$ cat config.mk
export PLATFORM = sky130hd
export DESIGN_NAME = ogn_front
export DESIGN_NICKNAME = d
export VERILOG_FILES = /design/src/ogn_pkg.sv /design/src/ogn_front.sv
export SDC_FILE = /design/constraint.sdc
export NUM_CORES = 1
export LEC_CHECK = 0
export ABC_AREA = 1
export BUFFER_PORTS_ARGS = -buffer_cell sky130_fd_sc_hd__buf_2
export CAP_MARGIN = 20
export CORE_ASPECT_RATIO = 0.7
export CORE_MARGIN = 2
export CORE_UTILIZATION = 52
export DETAILED_ROUTE_END_ITERATION = 16
export PLACE_DENSITY_LB_ADDON = 0.3
export SETUP_SLACK_MARGIN = 0.05
export SYNTH_ARGS = -nofsm -noshare
export SYNTH_HDL_FRONTEND = slang
export SYNTH_SLANG_ARGS = --single-unit
$ cat constraint.sdc
create_clock -name clock -period 5.33 [get_ports clock]
set_clock_uncertainty 0.15 [all_clocks]
set_input_delay 0.533 -clock clock [delete_from_list [all_inputs] [get_ports clock]]
set_output_delay 0.533 -clock clock [all_outputs]
set_load 0.01 [all_outputs]
$ cat src/ogn_pkg.sv
// Shared types, constants and the gradient function of the octave noise block.
// Used by every module of the block; depends on nothing.
package ogn_pkg;

   localparam int FRAC_BITS = 16;
   localparam int TBL_AW    = 8;
   localparam int MAX_OCT   = 8;
   localparam int DIV_BITS  = 37;
   localparam int DSR_BITS  = 20;

   localparam logic [16:0] ONE_Q = 17'h10000;

   // csr indexes
   localparam logic [1:0] CSR_OCTAVES = 2'd0;
   localparam logic [1:0] CSR_PERSIST = 2'd1;
   localparam logic [1:0] CSR_LACUN   = 2'd2;

   // item modes
   localparam logic MODE_LOAD = 1'b0;
   localparam logic MODE_EVAL = 1'b1;

   typedef struct packed {
      logic        mode;
      logic [7:0]  table_index;
      logic [7:0]  table_value;
      logic [23:0] x_coord;
      logic [23:0] y_coord;
   } ogn_item_type;

   typedef struct packed {
      logic [3:0]  octave_count;
      logic [15:0] persistence;
      logic [14:0] lacunarity;
   } ogn_cfg_type;

   typedef struct packed {
      logic                start;
      logic [DIV_BITS-1:0] dividend;
      logic [DSR_BITS-1:0] divisor;
   } ogn_div_req_type;

   typedef struct packed {
      logic                done;
      logic [DIV_BITS-1:0] quotient;
   } ogn_div_rsp_type;

   typedef enum logic [4:0] {
      ST_IDLE, ST_SX0, ST_SX1, ST_SY0, ST_SY1,
      ST_FU0, ST_FU1, ST_FU2, ST_FV0, ST_FV1, ST_FV2,
      ST_L0, ST_L1, ST_L2, ST_L3,
      ST_AC0, ST_AC1, ST_AC2, ST_AC3,
      ST_DIVS, ST_DIVW
   } ogn_state_type;

   // four-way gradient, second axis weighs two
   function automatic logic signed [21:0] grad(input logic [7:0] h,
                                               input logic signed [17:0] dx,
                                               input logic signed [17:0] dy);
      logic signed [21:0] u;
      logic signed [21:0] v;
      logic signed [21:0] su;
      logic signed [21:0] sv;
      u  = h[1] ? 22'(dy) : 22'(dx);
      v  = h[1] ? 22'(dx) : 22'(dy);
      su = h[0] ? -u : u;
      sv = h[1] ? -(v <<< 1) : (v <<< 1);
      return su + sv;
   endfunction

endpackage

$ cat src/ogn_front.sv
// Front end: takes request words and holds them in a two-entry queue.
// Depends on ogn_pkg.
module ogn_front import ogn_pkg::*; (
   input  logic         clock,
   input  logic         reset,
   input  logic         start,
   output logic         busy,
   input  ogn_item_type in_item,
   output logic         q_valid,
   output ogn_item_type q_item,
   input  logic         q_pop
);

   ogn_item_type ent_ff [2];
   logic       wr_ptr_ff, rd_ptr_ff;
   logic [1:0] count_ff, count_in;
   logic       push;

   assign busy    = (count_ff == 2'd2);
   assign push    = start && !busy;
   assign q_valid = (count_ff != 2'd0);
   assign q_item  = ent_ff[rd_ptr_ff];

   // occupancy
   always_comb begin
      count_in = count_ff;
      if (push && !(q_pop && q_valid)) count_in = count_ff + 2'd1;
      else if (!push && q_pop && q_valid) count_in = count_ff - 2'd1;
   end

   always_ff @(posedge clock) begin
      if (reset) begin
         wr_ptr_ff <= 1'b0;
         rd_ptr_ff <= 1'b0;
         count_ff  <= 2'd0;
      end else begin
         count_ff <= count_in;
         if (push) wr_ptr_ff <= !wr_ptr_ff;
         if (q_pop && q_valid) rd_ptr_ff <= !rd_ptr_ff;
      end
   end

   // queue storage
   always_ff @(posedge clock) begin
      if (push) ent_ff[wr_ptr_ff] <= in_item;
   end

`ifndef NO_ASSERTIONS
   a_no_overflow: assert property (@(posedge clock) disable iff (reset)
      count_ff != 2'd3) else $error("queue count out of range");
   a_no_pop_empty: assert property (@(posedge clock) disable iff (reset)
      q_pop |-> count_ff != 2'd0) else $error("pop from empty queue");
   a_full_blocks: assert property (@(posedge clock) disable iff (reset)
      (count_ff == 2'd2 && !q_pop) |=> count_ff == 2'd2)
      else $error("full queue changed without pop");
`endif

endmodule

==> impl_metrics.json <==
{
  "status": "finished, final reports clean",
  "cp_cell_sequence": "buf_16 > mux2_4 > buf_2",
  "routed_wl_um": 8510,
  "seq_power_share": 0.473,
  "clock_tree.buffer_depth": 2,
  "ir_worst_vdd_mv": 0.319,
  "switchingPower_mw": 0.563,
  "achievable-frequency_ghz": 0.390,
  "cellInternalPower_mw": 2.10,
  "antenna_violations_before_repair": 0,
  "core_area_mm2": 0.00965,
  "dp_hpwl_um": 5370,
  "reg2reg_setup_slack_ps": 2790,
  "die_height_um": 87.1,
  "syn_to_final_growth_pct": 27.5,
  "critPathLaunchType": "flip-flop",
  "timing.critical_path.fanout_max": 39,
  "io_buffer_count": 135,
  "finalSetupViolations": 0,
  "synth.yosys.seq_area_share": 0.781,
  "worstHoldPathType": "in -> reg",
  "max_cap_viol_count": 0,
  "wl_per_cell_um": 16.1,
  "maximum_number_of_pins_on_one_net_before_global_route_repair": 66,
  "slew_headroom": 0.348,
  "die-width_um": 123,
  "synth.top_cell.area_share": 0.762,
  "layout-drive-gt1-share": 0.599,
  "gr-usage-met3": 0.0759,
  "power_switching_share": 0.211,
  "top_level_ports": 136,
  "synth_mux_area_frac": 0.179,
  "tritoncts_sinks": 135,
  "wire_length_of_the_first_global_routing_pass_um": 12900,
  "synthDominantAreaCellType": "edfxtp_1",
  "cts_tree": "built",
  "globalRouteMet2Util": 0.248,
  "post_cts.resized_instances": 0,
  "cts_hold_buffers": 0,
  "report.final.hold_viol_count": 0,
  "detail_route.iter0.violations": 167,
  "busiest_layer": "met2",
  "dr_total_vias": 2558,
  "critPathArrivalTime_ps": 1880,
  "critical-path-slowest-cell": "dfxtp_4",
  "antennaDiodeCount": 0,
  "setup_tns_ps": 0,
  "nets": 455,
  "worst-endpoint-required_ps": 4650,
  "post_drt_via_cell_ratio": 4.85,
  "cts_buffers": 17,
  "synthesis.area_mm2": 0.00512,
  "post-route-min-period_ps": 2570,
  "cpPeakStageDelay_ps": 640,
  "power_density_mw_per_mm2": 408,
  "clock_transition_at_path_regs_ps": 50,
  "final_cells": 527,
  "combinational_family_with_the_most_area_after_synthesis": "multiplexers",
  "synth.lib_cells_used.distinct": 17,
  "postSynthAreaPerCell_um2": 21.7,
  "clockRootBuffer": "clkbuf_16",
  "global_route.usage.met1": 0.207,
  "share_clk_of_total_power": 0.428,
  "synthesis.instances": 236,
  "design.die.area_mm2": 0.0107,
  "leakagePower_nw": 2.59,
  "gp_congestion": 0.706,
  "critical_path_class": "reg -> out",
  "post_synthesis_xor_xnor_area_fraction": 0.00171,
  "grt.overflow.total": 0,
  "maxSlewViolCount": 0,
  "synthesis.yosys.warnings": 0,
  "tightest_hold_margin_ps": 156,
  "firstDrtPassIters": 4,
  "start_util": 0.531,
  "cts_setup_buffers": 0,
  "synth_seq_cells": 135,
  "grt_usage": 0.166,
  "cts.htree.levels": 4,
  "syn_nets": 305,
  "dp.cells": 494,
  "synth-compound-area-share": 0.00391,
  "grt_pass1_vias": 2602,
  "power_frac_comb": 0.099,
  "max_slew.worst_pin.slew_ps": 975,
  "floorplan.rows": 30,
  "cells_taking_the_most_area_after_synthesis": "edfxtp_1 (76%), mux2_4 (15%), mux2_2 (3.3%)",
  "synth-simple-area-share": 0.0151,
  "unrepaired_setup_endpoints_after_global_routing": "false",
  "latest_clock_arrival_within_the_worst_skew_pair_ps": 410,
  "mostFrequentLayoutCells": "buf_2 (135), edfxtp_1 (130), mux2_4 (50)",
  "fin_crit_sh": 0.482,
  "share_of_synthesized_cell_area_in_full_adder_half_adder_and_majority_cells": 0,
  "route.detailed.drc": 0,
  "timing.critical_path.to_type": "primary output",
  "drt.antenna.violating_nets": 0,
  "layout.cells.most_common": "buf_2"
}
power groups by stage:
stage	registers (mW)	clock network, mW	logic (mW)
finish	1.26	1.14	0.263
global route	1.27	1.21	0.286
CTS	1.27	1.17	0.253
detailed placement	1.30	0	0.251
global placement	1.29	0	0.249
floorplan	1.27	0	0.172
cell usage after synthesis:
| cell | n |
|---|---|
| inv_1 | 5 |
| a21oi_1 | 3 |
| edfxtp_1 | 130 |
| nand2_1 | 7 |
| nand3_1 | 2 |
| nor2_1 | 6 |
| nand2_2 | 1 |
| xor2_1 | 1 |
| inv_2 | 1 |
| mux2_4 | 50 |
| buf_2 | 1 |
| buf_6 | 6 |
| dfxtp_1 | 5 |
| mux2_2 | 15 |
| nor3_1 | 1 |
| nand3b_1 | 1 |
| o21ai_1 | 1 |
final cells by class:
type | count | area (um^2)
flip-flops and latches | 135 | 4010
multi-input cells | 88 | 1040
clock buffers | 18 | 429
inverters | 6 | 22.5
fillers | 654 | 3110
repair buffers | 138 | 718
well taps | 128 | 160
clock inverters | 14 | 158
kinds of logic (layout without fill, tap and decap cells):
family / after synthesis / in the layout
simple gates: 18 / 18
compound gates: 4 / 4
flops: 135 / 135
xor+xnor: 1 / 1
buf+inv: 13 / 176
mux: 65 / 65
path summary, 6_finish.rpt:
| kind | from | end | depth (start not counted) |
|---|---|---|---|
| setup / recovery | flip-flop | q_item[6] | 3 |
| hold / removal | reset | wr_ptr_ff | 2 |
| setup reg to reg | count_ff[0] | ent_ff[1][42] | 5 |
| hold reg to reg | rd_ptr_ff | flip-flop | 2 |
per-layer routing:
| metal | routed length, um | vias up | share of wire |
|---|---|---|---|
| met5 | 0 | - | 0 |
| met4 | 86 | 0 | 0.010 |
| met3 | 769 | 6 | 0.090 |
| met2 | 3950 | 102 | 0.46 |
| met1 | 3710 | 1220 | 0.44 |
| li1 | - | 1230 | - |
registers in the layout (all words and copies together) (netlist names), named ones only:
signal,count
count_ff,2
ent_ff,130
rd_ptr_ff,1
wr_ptr_ff,1
worst max-delay path: cells and delay by family (launching register included):
| kind | cells | cell delay [ps] |
|---|---|---|
| multiplexers | 1 | 340 |
| buffers and inverters | 2 | 470 |
| flip-flops | 1 | 640 |
through the flow:
step	setup WS (ps)	cell area, um^2	utilization	power (mW)
floorplan	1320	5120	-	1.45
global placement	2690	5920	0.614	1.54
detailed placement	2640	5920	0.614	1.55
CTS	2480	6510	0.675	2.70
global route	2580	6540	0.678	2.76
finish	2760	6540	0.678	2.66
Note: power is estimated with default switching activity, not from simulation.
